## src/hdl/plva_pkg.sv

```systemverilog
// Package for the phase locking accumulator.
// Holds widths, opcodes and default sizes shared by all modules; no dependencies.
package plva_pkg;
	localparam int DEF_ENTRIES    = 4096;
	localparam int DEF_MAX_TRIALS = 1024;

	localparam int OPC_W  = 2;
	localparam int IDX_W  = 12;
	localparam int CSD_W  = 24;
	localparam int PLV_W  = 16;
	localparam int TC_W   = 11;
	localparam int SUM_W  = 27;
	localparam int WORD_W = 2 * SUM_W;
	localparam int PROD_W = 2 * SUM_W;

	localparam int RAD_W  = 64;
	localparam int ROOT_W = 32;
	localparam int NUM_W  = 48;
	localparam int DEN_W  = 32;

	localparam logic [OPC_W-1:0] OP_CLEAR = 2'd0;
	localparam logic [OPC_W-1:0] OP_ACC   = 2'd1;
	localparam logic [OPC_W-1:0] OP_READ  = 2'd2;

	typedef logic signed [SUM_W-1:0] sum_t;
endpackage

```

## src/hdl/plva_sqrt.sv

```systemverilog
// Iterative integer square root, one root bit per cycle.
// Depends on plva_pkg.
module plva_sqrt
	import plva_pkg::*;
(
	input  logic              clk,
	input  logic              arst_n,
	input  logic              start,
	input  logic [RAD_W-1:0]  radicand,
	output logic              done,
	output logic [ROOT_W-1:0] root
);
	logic [RAD_W-1:0]  rad_q;
	logic [ROOT_W-1:0] root_q;
	logic [ROOT_W+2:0] rem_q;
	logic [4:0]        cnt_q;
	logic              run_q;
	logic              done_q;
	logic [ROOT_W+2:0] rem_sh;
	logic [ROOT_W+2:0] trial;
	logic              take;

	assign rem_sh = {rem_q[ROOT_W:0], rad_q[RAD_W-1 -: 2]};
	assign trial  = {1'b0, root_q, 2'b01};
	assign take   = rem_sh >= trial;

	always_ff @(posedge clk or negedge arst_n) begin
		if (!arst_n) begin
			run_q  <= 1'b0;
			done_q <= 1'b0;
			cnt_q  <= '0;
		end else begin
			done_q <= 1'b0;
			if (start) begin
				run_q <= 1'b1;
				cnt_q <= '0;
			end else if (run_q) begin
				cnt_q <= cnt_q + 1'b1;
				if (cnt_q == 5'(ROOT_W - 1)) begin
					run_q  <= 1'b0;
					done_q <= 1'b1;
				end
			end
		end
	end

	always_ff @(posedge clk) begin
		if (start) begin
			rad_q  <= radicand;
			root_q <= '0;
			rem_q  <= '0;
		end else if (run_q) begin
			rad_q  <= {rad_q[RAD_W-3:0], 2'b00};
			rem_q  <= take ? rem_sh - trial : rem_sh;
			root_q <= {root_q[ROOT_W-2:0], take};
		end
	end

	assign done = done_q;
	assign root = root_q;
endmodule

```

## config.mk

```make
export PLATFORM = sky130hd
export DESIGN_NAME = plva_sqrt
export DESIGN_NICKNAME = d
export VERILOG_FILES = /design/src/hdl/plva_pkg.sv /design/src/hdl/plva_sqrt.sv
export SDC_FILE = /design/constraint.sdc
export NUM_CORES = 1
export LEC_CHECK = 0
export ABC_CLOCK_PERIOD_IN_PS = 4300
export BUFFER_PORTS_ARGS = -buffer_cell sky130_fd_sc_hd__buf_2
export CAP_MARGIN = 20
export CORE_MARGIN = 2
export CORE_UTILIZATION = 55
export DETAILED_ROUTE_END_ITERATION = 8
export PLACE_DENSITY_LB_ADDON = 0.3
export SYNTH_ARGS = -nofsm -noshare
export SYNTH_HDL_FRONTEND = slang
export SYNTH_SLANG_ARGS = --single-unit
```

## constraint.sdc

```tcl
create_clock -name clk -period 4.3 [get_ports clk]
set_input_delay 0.215 -clock clk [delete_from_list [all_inputs] [get_ports clk]]
set_output_delay 0.215 -clock clk [all_outputs]
set_load 0.02 [all_outputs]
```

Word-level counts from Yosys, hierarchy flattened
Cells that the tools add are included.

word-level totals
  bits in registers = 136
  output and inout bits = 33
  word-level logic and storage cells = 22
  bits of input ports = 67

operators by class
  reductions and logical operators = 1
  $lt $le $gt $ge = 1
  muxes and demuxes = 11
  add/subtract/negate cells = 2
  equal/unequal tests = 1

operator list
  cell                 number
  $mux 64              2
  $ge 35x34->1         1
  $mux 33              1
  $sub 33x33->33       1
  $mux 5               2
  $mux 1               6
  $add 5x1->5 const B  1
  $eq 5x5->1 const B   1
  $reduce_bool 2->1    1

Longest topological paths before layout
  word-level depth = 4
  gate-level depth with buffers = 13
  gate-level depth less buffers = 10

Least setup slack after synthesis
OpenSTA, ideal clock, no wires.

  path type = flip-flop to flip-flop
  start = register root_q[14] (netlist: root[14])
  end = register rem_q[10]
  path buffers = 2
  path slack = 1.510 ns
  required time = 4.212 ns
  arrival time = 2.702 ns
  cell stages (with the launch flop) = 13
  period minus slack after synthesis = 2.790 ns
  setup time = 0.088 ns
  path through = dfxtp_1 > inv_1 > ha_1 > a21oi_4 > nor2_2 > nor4_4 > o211ai_2 > a211oi_4 > or2_1 > buf_6 > buf_8 > nand2_1 > a311oi_2

on the way
  longest elaborated chain between the ends = 2

RTL lines
  what                      RTL line         source
  start: declaration        plva_sqrt.sv:14  logic [ROOT_W-1:0] root_q;
  start signal: assignment  plva_sqrt.sv:55  root_q <= {root_q[ROOT_W-2:0], take};
  $ge 35x34->1              plva_sqrt.sv:25  assign take = rem_sh >= trial;
  $mux 33                   plva_sqrt.sv:54  rem_q <= take ? rem_sh - trial : rem_sh;
  end signal: assignment    plva_sqrt.sv:54
  end: declaration          plva_sqrt.sv:15  logic [ROOT_W+2:0] rem_q;

No other way between the ends.
A chain may end at the register's enable or synchronous reset.

Worst setup path in the final report
  start = register root_q[12] (netlist: root[12])
  end = register rem_q[27]

on the way
  longest elaborated chain between the ends = 2
  elaborated cells on any way between the ends = 3
  classes of those cells = add/sub (1); order compare (1); mux (1)

RTL lines
  what                                            RTL line
  $sub 33x33->33 or $ge 35x34->1 (tied branches)  plva_sqrt.sv:54, plva_sqrt.sv:25
  $mux 33 (*)                                     plva_sqrt.sv:54

Mark *: on every way between the ends. The rest lies on a longest branch, timed or not.

==> impl_metrics.py <==
metrics = {
    "routing": {
        "drt_pass1_iterations": 4,
        "viasPerCell": 5.70,
        "dr.first_iter.drc_count": 336,
        "vias": 5821,
        "wire_per_inst_um": 16.1,
        "wl_um": 16500,
        "ant_nets": 0,
        "drc": 0,
    },
    "critical_path": {
        "worstPathArrival_ps": 3620,
        "endpoint_kind": "flip-flop",
        "required_ps": 4640,
        "crit_type": "flip-flop to flip-flop",
        "critPathMaxFanout": 19,
        "cp-start-kind": "flip-flop",
        "ff2ff_path_depth": 10,
    },
    "global_routing": {
        "grt_max_degree": 84,
        "grt_overflow": 0,
        "grt_antenna_before_repair": 0,
        "grt_pass1_wl_um": 27500,
        "grt_use_total": 0.234,
        "grt_pass1_vias": 5828,
    },
    "timing": {
        "slew_viol_final": 0,
        "hold_viol": 0,
        "finalCritPeriodShare": 0.765,
        "worst_slew_margin_rel": 0.296,
        "finClkSkew_ps": 6.82,
        "rsz0062_at_grt": "no",
        "finalWorstPathRequiredPeriod_ps": 3290,
        "fin_setup_tns_ps": 0,
        "fin_ws_ps": 1010,
        "fmax_ghz": 0.304,
        "worst_pin_slew_ps": 1060,
        "setup_viol": 0,
    },
    "finish": {
        "drive_gt1_frac": 0.265,
        "area_delta_synth_final_pct": 15.4,
        "final_area_um2": 8800,
        "final_nets": 932,
        "n_antenna_cell": 0,
        "fill_cells": 1143,
        "final_util": 0.641,
    },
    "clock_tree": {
        "cts-root-buf": "clkbuf_16",
        "cts_tree": "yes",
        "cts_htree_levels": 4,
        "clk_latency_ps": 420,
        "clock-sinks": 136,
        "postCtsSetupBuffers": 0,
        "clk_pin_slew_ps": 60,
        "cts_buffers": 17,
        "cts_buffer_depth": 2,
    },
    "logic_synthesis": {
        "synthTopCellsByArea": "edfxtp_1 (25%), dfxtp_1 (17%), mux2_2 (9.3%), ha_1 (5.9%), mux2i_1 (4.9%)",
        "syn_inst": 738,
        "avgSynthCellArea_um2": 10.3,
        "synth_nets": 841,
        "async_flop_share": 0.0515,
        "ys_ff_latch": 136,
        "synth_top_cell_area_share": 0.252,
        "synth-edff-count": 64,
        "synth_area_leader_cell": "edfxtp_1",
        "yosys_warnings": 0,
        "yosysMostFrequentCell": "nor2_1",
        "yosysSeqAreaShare": 0.446,
        "synth_cell_type_count": 69,
        "syn_area_um2": 7620,
        "synthTopCellsByCount": "nor2_1 (74), dfxtp_1 (65), edfxtp_1 (64), mux2_2 (63), nand2_1 (59)",
        "ys.flop_type": "dfxtp_1",
    },
    "power_and_ir_drop": {
        "total_power_mw": 5.90,
        "powerDensity_nw_per_um2": 671,
        "leakage_nw": 3.93,
        "ir_drop_v": 0.000462,
    },
    "placement": {
        "numPortBuffers": 99,
        "placed_cell_area_um2": 8230,
        "dp_hpwl_um": 11400,
        "place.gp.congestion": 0.901,
        "place_ws_ps": 1070,
    },
    "run": {
        "max_cap_viol_count": 0,
    },
    "floorplan": {
        "die_area_um2": 14800,
        "chipWidth_um": 122,
        "ios": 100,
        "coreArea_um2": 13700,
        "initial_core_util": 0.556,
        "rows": 43,
        "fp.dieH_um": 122,
    },
    "run_status": {
        "status": "completed",
    },
    "min_path": {
        "hold_path_class": "input port to flip-flop",
        "holdPathStages": 2,
    },
}
==> metal layers <==
layer / part of all wire / global-route usage
met1: 0.44 / 0.291
met4: 0.022 / 0.0876
met3: 0.068 / 0.0772
met5: 0 / 0
met2: 0.47 / 0.379
==> flip-flops by register name, indices dropped and copies added (netlist names) <==
register and cells:
rad_q 64, done 1, rem_q 33, cnt_q 5, run_q 1, root 32
==> power breakdown <==
part,internal [mW],total [mW],switching [mW]
logic,1.21,2.85,1.64
clock network,0.850,1.40,0.545
registers,1.55,1.66,0.110
==> per-stage QoR <==
| stage | hold slack (ps) | std cells |
|---|---|---|
| after CTS | 66.1 | 1022 |
| after floorplan | -80.6 | 738 |
| after global routing | 82.2 | 1022 |
| after global placement | 51.2 | 989 |
| final | 79.8 | 1022 |
| after detailed placement | 57.6 | 989 |
==> final timing paths <==
path | start | slack (ps) | endpoint
worst min register to register | rem_q[22]$_SDFFE_PP0P_ | 500 | rem_q[22]$_SDFFE_PP0P_
worst max register to register | root[12]$_SDFFE_PP0P_ | 1010 | rem_q[27]$_SDFFE_PP0P_
worst min-delay path | radicand[0] | 80 | rad_q[0]$_SDFFCE_PN0P_
min in group asynchronous | arst_n | 150 | cnt_q[3]$_DFFE_PN0P_
max in group asynchronous | arst_n | 3970 | run_q$_DFF_PN0_
worst max-delay path | root[12]$_SDFFE_PP0P_ | 1010 | rem_q[27]$_SDFFE_PP0P_
==> layout make-up <==
type | instances | area, um2 | share of cell area
clock buffer | 20 | 437 | 0.0496
clock inverter | 12 | 126 | 0.0144
inverter | 43 | 161 | 0.0183
multi-input combinational | 523 | 3880 | 0.441
sequential | 136 | 3400 | 0.387
tap | 180 | 225 | 0.0256
timing repair buffer | 108 | 568 | 0.0646
==> logic make-up after synthesis <==
group,synth area share
flip-flops,0.446
buffers and inverters,0.0456
AND/OR/NAND/NOR,0.125
adder cells (fa/ha/maj),0.0591
AO/OA/AOI/OAI,0.149
XOR/XNOR,0.0345
multiplexers,0.142
==> worst max-delay path, cell delays in order (launching register included) <==
cell and delay [ps]:
dfxtp_1 380, inv_1 60, ha_1 430, o211ai_1 180, o211ai_1 220, a21oi_1 130
nor4_2 390, a211oi_4 190, nor2_4 500, nand2_1 420, o211ai_1 290
==> cell usage in the layout, fill, tap and decap left out, types with 14 or more instances in the layout <==
cell type | Yosys | layout
edfxtp_1 | 64 | 64
mux2i_1 | 37 | 37
a21oi_1 | 30 | 30
inv_1 | 43 | 42
nor2_1 | 74 | 74
ha_1 | 36 | 36
buf_2 | 2 | 98
nand2_1 | 59 | 59
a21o_1 | 17 | 17
mux2_2 | 63 | 63
o21ai_0 | 17 | 17
dfxtp_1 | 65 | 65
clkbuf_16 | 0 | 17
xnor2_1 | 17 | 17
nor3_1 | 14 | 14
==> what timing repair did <==
action,4_1_cts,5_1_grt
resized for setup,0,0
hold buffers,1,0
endpoints found under the hold margin,7,0
(Power assumes the default switching activity.)
