[config.mk]
export PLATFORM = sky130hd
export DESIGN_NAME = plva_div
export DESIGN_NICKNAME = d
export VERILOG_FILES = /design/src/hdl/plva_pkg.sv /design/src/hdl/plva_div.sv
export SDC_FILE = /design/constraint.sdc
export NUM_CORES = 1
export LEC_CHECK = 0
export BUFFER_PORTS_ARGS = -buffer_cell sky130_fd_sc_hd__buf_2
export CAP_MARGIN = 20
export CORE_AREA = 2 2 98 147
export DETAILED_ROUTE_END_ITERATION = 10
export DIE_AREA = 0 0 100 149
export PLACE_DENSITY = 0.75
export SLEW_MARGIN = 20
export SYNTH_ARGS = -nofsm -noshare
export SYNTH_HDL_FRONTEND = slang
export SYNTH_SLANG_ARGS = --single-unit
export TNS_END_PERCENT = 20
[constraint.sdc]
create_clock -name clk -period 2.7 [get_ports clk]
set_input_delay 0.135 -clock clk [delete_from_list [all_inputs] [get_ports clk]]
set_output_delay 0.135 -clock clk [all_outputs]
set_load 0.05 [all_outputs]
[src/hdl/plva_pkg.sv]
// Package for the phase locking accumulator.
// Holds widths, opcodes and default sizes shared by all modules; no dependencies.
package plva_pkg;
	localparam int DEF_ENTRIES    = 4096;
	localparam int DEF_MAX_TRIALS = 1024;

	localparam int OPC_W  = 2;
	localparam int IDX_W  = 12;
	localparam int CSD_W  = 24;
	localparam int PLV_W  = 16;
	localparam int TC_W   = 11;
	localparam int SUM_W  = 27;
	localparam int WORD_W = 2 * SUM_W;
	localparam int PROD_W = 2 * SUM_W;

	localparam int RAD_W  = 64;
	localparam int ROOT_W = 32;
	localparam int NUM_W  = 48;
	localparam int DEN_W  = 32;

	localparam logic [OPC_W-1:0] OP_CLEAR = 2'd0;
	localparam logic [OPC_W-1:0] OP_ACC   = 2'd1;
	localparam logic [OPC_W-1:0] OP_READ  = 2'd2;

	typedef logic signed [SUM_W-1:0] sum_t;
endpackage

[src/hdl/plva_div.sv]
// Iterative restoring divider, one quotient bit per cycle.
// Depends on plva_pkg.
module plva_div
	import plva_pkg::*;
(
	input  logic             clk,
	input  logic             arst_n,
	input  logic             start,
	input  logic [NUM_W-1:0] num,
	input  logic [DEN_W-1:0] den,
	output logic             done,
	output logic [NUM_W-1:0] quot
);
	logic [NUM_W-1:0] num_q;
	logic [DEN_W-1:0] den_q;
	logic [DEN_W:0]   rem_q;
	logic [5:0]       cnt_q;
	logic             run_q;
	logic             done_q;
	logic [DEN_W:0]   rem_sh;
	logic             take;

	assign rem_sh = {rem_q[DEN_W-1:0], num_q[NUM_W-1]};
	assign take   = rem_sh >= {1'b0, den_q};

	always_ff @(posedge clk or negedge arst_n) begin
		if (!arst_n) begin
			run_q  <= 1'b0;
			done_q <= 1'b0;
			cnt_q  <= '0;
		end else begin
			done_q <= 1'b0;
			if (start) begin
				run_q <= 1'b1;
				cnt_q <= '0;
			end else if (run_q) begin
				cnt_q <= cnt_q + 1'b1;
				if (cnt_q == 6'(NUM_W - 1)) begin
					run_q  <= 1'b0;
					done_q <= 1'b1;
				end
			end
		end
	end

	always_ff @(posedge clk) begin
		if (start) begin
			num_q <= num;
			den_q <= den;
			rem_q <= '0;
		end else if (run_q) begin
			num_q <= {num_q[NUM_W-2:0], take};
			rem_q <= take ? rem_sh - {1'b0, den_q} : rem_sh;
		end
	end

	assign done = done_q;
	assign quot = num_q;
endmodule

# After elaboration in Yosys (flattened, before gate mapping)
# Cells that the tools add are included.
op_classes:
  n_reduce_logical: 1
  order_cmp: 1
  muxes: 11
  eq_ne: 1
  add_sub_neg: 2
ops:
  columns: ["op", "count"]
  rows:
  - ["2-to-1 mux 48 bit", 2]
  - [">= comparator 33 x 32 -> 1 bit", 1]
  - ["2-to-1 mux 32 bit", 1]
  - ["subtractor 32 bit", 1]
  - ["2-to-1 mux 6 bit", 2]
  - ["adder 6 x 1 -> 6 bit, second input constant", 1]
  - ["equality test 6 bit, second input constant", 1]
  - ["2-to-1 mux 1 bit", 6]
  - ["nonzero test 2 bit", 1]
word_totals:
  in_bits: 83
  out_inout_bits: 49
  reg_bits: 120
  word_cells: 22

# Depth between registers and ports, before layout
logic_depth:
  word_depth: 4
  mapped_depth: 15
  ltp_nobuf: 12

# Least setup slack after synthesis
# OpenSTA, ideal clock, no wires.
synth_timing:
  kind: "reg2reg"
  startpoint: "register num_q[47] (netlist: quot[47])"
  endpoint: "register rem_q[26]"
  slack_ns: -0.375
  setup_ns: 0.086
  period_less_slack_ns: 3.075
  path_buffers: 0
  stages_incl_launch_ff: 13
  arrival_time_ns: 2.990
  required_time_ns: 2.614
  cell_sequence: "edfxtp_1 inv_1 ha_1 fa_1 nand2b_1 a21oi_1 o2111ai_1 a211oi_1 o211ai_1 a31oi_1 xnor2_1 mux2i_1 a211oi_1"
synth_via:
  elab_chain_cells: 2
  word_cells_on_any_way: 3
  cone_classes: "add/sub (1); order compare (1); mux (1)"
synth_lines:
  columns: ["item", "line", "text"]
  rows:
  - ["from (decl)", "plva_div.sv:14", "logic [NUM_W-1:0] num_q;"]
  - ["from (signal assigned)", "plva_div.sv:48", "num_q <= num;"]
  - ["from (signal assigned)", "plva_div.sv:52", "num_q <= {num_q[NUM_W-2:0], take};"]
  - ["subtractor 32 bit or >= comparator 33 x 32 -> 1 bit (tied branches)", "plva_div.sv:53, plva_div.sv:24", null]
  - ["2-to-1 mux 32 bit (*)", "plva_div.sv:53", "rem_q <= take ? rem_sh - {1'b0, den_q} : rem_sh;"]
  - ["to (signal assigned)", "plva_div.sv:53", null]
  - ["to (decl)", "plva_div.sv:16", "logic [DEN_W:0] rem_q;"]
# Mark *: on every way between the ends. The rest lies on a longest branch, timed or not.
# A chain may end at the register's enable or synchronous reset.

# Worst setup path after layout
layout_timing:
  startpoint: "register den_q[6]"
  endpoint: "register num_q[0] (netlist: quot[0]), data pin"
layout_via:
  elab_chain_cells: 3
layout_lines:
  columns: ["item", "line", "text"]
  rows:
  - ["from (decl)", "plva_div.sv:15", "logic [DEN_W-1:0] den_q;"]
  - ["from (signal assigned)", "plva_div.sv:49", "den_q <= den;"]
  - [">= comparator 33 x 32 -> 1 bit", "plva_div.sv:24", "assign take = rem_sh >= {1'b0, den_q};"]
  - ["2-to-1 mux 48 bit", "plva_div.sv:51", "end else if (run_q) begin"]
  - ["2-to-1 mux 48 bit", "plva_div.sv:47", "if (start) begin"]
# No other way between the ends. The select of a mux whose other input is x is not followed.

==> metrics.md <==
| Metric | Value |
|---|---|
| Share of post-route cells with drive strength above 1 | 43.4% |
| Async set-reset flop share out of synthesis | 6.67% |
| Clock Latency Late Sink | 0.41 ns |
| Final worst-path setup slack | -0.152 ns |
| Total negative setup slack | -3.12 ns |
| Most frequent cells after synthesis | edfxtp_1, nor2_1, mux2_2 |
| Clock Sinks | 120 |
| Top-count cell post-synth | edfxtp_1 |
| Leading area contributor after synthesis | edfxtp_1 |
| Layout Utilization | 69.6% |
| Row count | 53 |
| Logic gate share of total power | 50.0% |
| Worst r2r dst | quot[0] |
| Multi-input gate area | 0.00340 mm2 |
| Net Sw Frac | 37.2% |
| Reg2Reg Depth | 11 |
| Startpoint Class | register |
| Post-Synthesis Cells | 626 |
| Worst setup EP type | register |
| Yosys cell types | 56 |
| Register area share after synthesis | 48.5% |
| NumNets Final | 1017 |
| Worst flop-to-flop path startpoint | den_q[6] |
| Via count | 5850 |
| Clock Skew | 0.0104 ns |
| Initial DRC count | 292 |
| Slew HR | 48.9% |
| Die Wd | 100 um |
| TritonCTS clock tree | built |
| Die Ht | 149 um |
| Peak supply drop | 587 uV |
| Placed cell count | 1002 |
| Final min period | 2.85 ns |
| GRT Overall Usage | 24.4% |
| Final Cycle Share | 106% |
| Initial antenna violation count | 0 |
| Failing checks | negative setup slack |
| HP Start | num[20] |
| Port Buffers | 131 |
| Ys flop type | edfxtp_1 |
| Hold WS | 0.0221 ns |
| Max Cap Violations | 0 |
| Reg power frac | 26.2% |
| Synth top area share | 35.9% |
| # fillers | 978 |
| Routability cong. | 0.964 |
| DIE AREA | 0.0149 mm2 |
| WP data required | 2.86 ns |
| Reg clk slew, reported paths | 0.06 ns |
| Post-synth EDFFs | 80 |
| Wire length per cell | 16.4 um |
| Worst EP arrival | 3.02 ns |
| DP Wirelength | 12.2 mm |
| Drc violations | 0 |
| Vias in the first global route | 6239 |
| Final hold vios | 0 |
| Non-Filler Instances | 1078 |
| H-Tree Depth | 4 |
| Max-slew violations | 0 |
| Power Dens Cells | 1010 mW/mm2 |
| Global route total overflow | 0 |
| Static Leak | 4.30 nW |
| Critical path type | register to register |
| Antenna diode instance count | 0 |
| Area delta synth->final | 43.5% |
| Synth warn | 0 |
| Critical-path maximum fanout | 5 |
| First-pass GRT wire length | 28.8 mm |
| Max Freq | 351 MHz |
| Yosys reg bits | 120 |
| Clock buffer depth | 2 |
| Status | finished with violations |
| Hold path depth | 2 |
| Worst hold path class | input port to register |
| Total power | 9.66 mW |
| Total CTS buffers | 17 |
| Final setup violating endpoints | 33 |
| Via density | 5.43 |
| Clk pwr share | 23.8% |
| Hold Path End | quot[20] |
| Core ar. | 0.0138 mm2 |
| Final wirelength | 17.7 mm |
| Worst Tran Pin Value | 0.767 ns |
| Largest net degree at the start of global routing | 73 |
| Drt first pass iters | 4 |
| Initial core utilization | 48.5% |
| Syn_area_per_cell | 10.7 um2 |
| Ranking of synthesized cells by area | edfxtp_1, dfxtp_1, mux2_2 |
| Switching power | 3.59 mW |
| IO Pins | 132 |
| Syn Nets | 743 |
| RSZ-0062 raised after global routing | yes |
| Register area | 0.00324 mm2 |
| Flop2flop setup slack | -0.15 ns |
| Routed Antenna Nets | 0 |
| Root Buffer | clkbuf_16 |
| Mapped Area | 0.00668 mm2 |
| Int Pwr | 6.07 mW |
[how the worst max path moves through the flow]
stage / from / to / slack, ns
after detailed placement: den_q[3] / rem_q[25] / -0.43
final: den_q[6] / quot[0] / -0.15
after floorplan: quot[47] / quot[0] / -0.27
after CTS: quot[47] / rem_q[26] / -0.17
after global placement: quot[47] / rem_q[24] / -0.28
after global routing: den_q[18] / rem_q[31] / -0.25
[sequential cells by signal, indices dropped and copies added (netlist names)]
register	cells
run_q	1
done	1
rem_q	32
quot	48
den_q	32
cnt_q	6
[cell families (layout without fill, tap and decap cells)]
| family | count (synthesis) | count (layout) | synth area share [%] |
|---|---|---|---|
| DFF | 120 | 120 | 48.5 |
| AOI/OAI and AO/OA | 147 | 147 | 14.6 |
| muxes | 68 | 68 | 11.1 |
| and+or+nand+nor | 146 | 147 | 10.3 |
| buffers and inverters | 82 | 368 | 5.20 |
| xor gates and xnor gates | 29 | 29 | 3.80 |
| adders and majority gates | 34 | 34 | 6.48 |
[what timing repair did]
item	CTS	global route
cloned	2	0
endpoints found under the setup margin	33	33
gates resized for setup	34	31
endpoints found under the hold margin	40	0
pin swaps	28	32
buffers inserted	6	3
hold buffers	33	0
[layout by cell type (no fill, tap or decap), types with 6 or more instances in the layout]
master	synthesis	layout
dfxtp_1	32	32
and3_1	6	6
xnor2_1	17	15
nor2_1	52	52
a211oi_1	30	20
inv_6	0	6
buf_2	8	131
mux2_2	49	49
nand2_1	38	36
o211ai_1	9	9
xor2_1	12	12
dlygate4sd3_1	0	33
o21ai_1	1	9
a21oi_1	39	34
mux2i_1	19	19
buf_4	0	124
ha_1	33	26
inv_1	44	39
clkbuf_16	0	17
nand2b_1	7	6
nand3_1	10	7
o21a_1	7	7
o21ai_0	23	13
a21o_1	13	13
edfxtp_1	80	80
a211oi_2	1	11
nand4_1	12	12
ha_4	0	7
dfrtp_1	8	7
[power groups by stage]
stage / clock, mW / combinational [mW] / sequential [mW]
floorplan: 0 / 2.46 / 2.82
global placement: 0 / 4.12 / 2.53
detailed placement: 0 / 4.23 / 2.54
CTS: 2.33 / 4.58 / 2.53
global route: 2.41 / 5.22 / 2.57
finish: 2.30 / 4.82 / 2.53
[critical path, cell delays in order (launching register included)]
cell and delay [ns]:
edfxtp_1 0.38, inv_2 0.09, ha_4 0.20, a21oi_2 0.15, o21ai_2 0.09, a21o_1 0.21, a211oi_2 0.23, buf_4 0.16
a211oi_2 0.07, or4b_4 0.60, buf_6 0.17, mux2_2 0.26
[metrics by stage]
step,setup slack [ns],cell area [um2]
after floorplan,-0.265,6710
after global placement,-0.280,8300
after detailed placement,-0.429,8300
after CTS,-0.170,9460
after global routing,-0.247,9590
final,-0.152,9590
[metal layers]
layer  up-vias  GRT usage [%]  part of all wire (%)
met2       188           44.5                    54
met4         0           10.6                   3.3
met5         -              0                     0
li1       2837              -                     -
met3        43           5.53                   4.7
met1      2782           26.8                    38
[layout make-up]
| type | count | area share [%] |
|---|---|---|
| clock buffers | 18 | 4.47 |
| clock inverters | 14 | 1.70 |
| inverters | 44 | 1.72 |
| multi-input cells | 425 | 35.4 |
| flip-flops and latches | 120 | 33.8 |
| well taps | 165 | 2.15 |
| repair buffers | 292 | 20.7 |
Power figures use the tool's default switching activity.
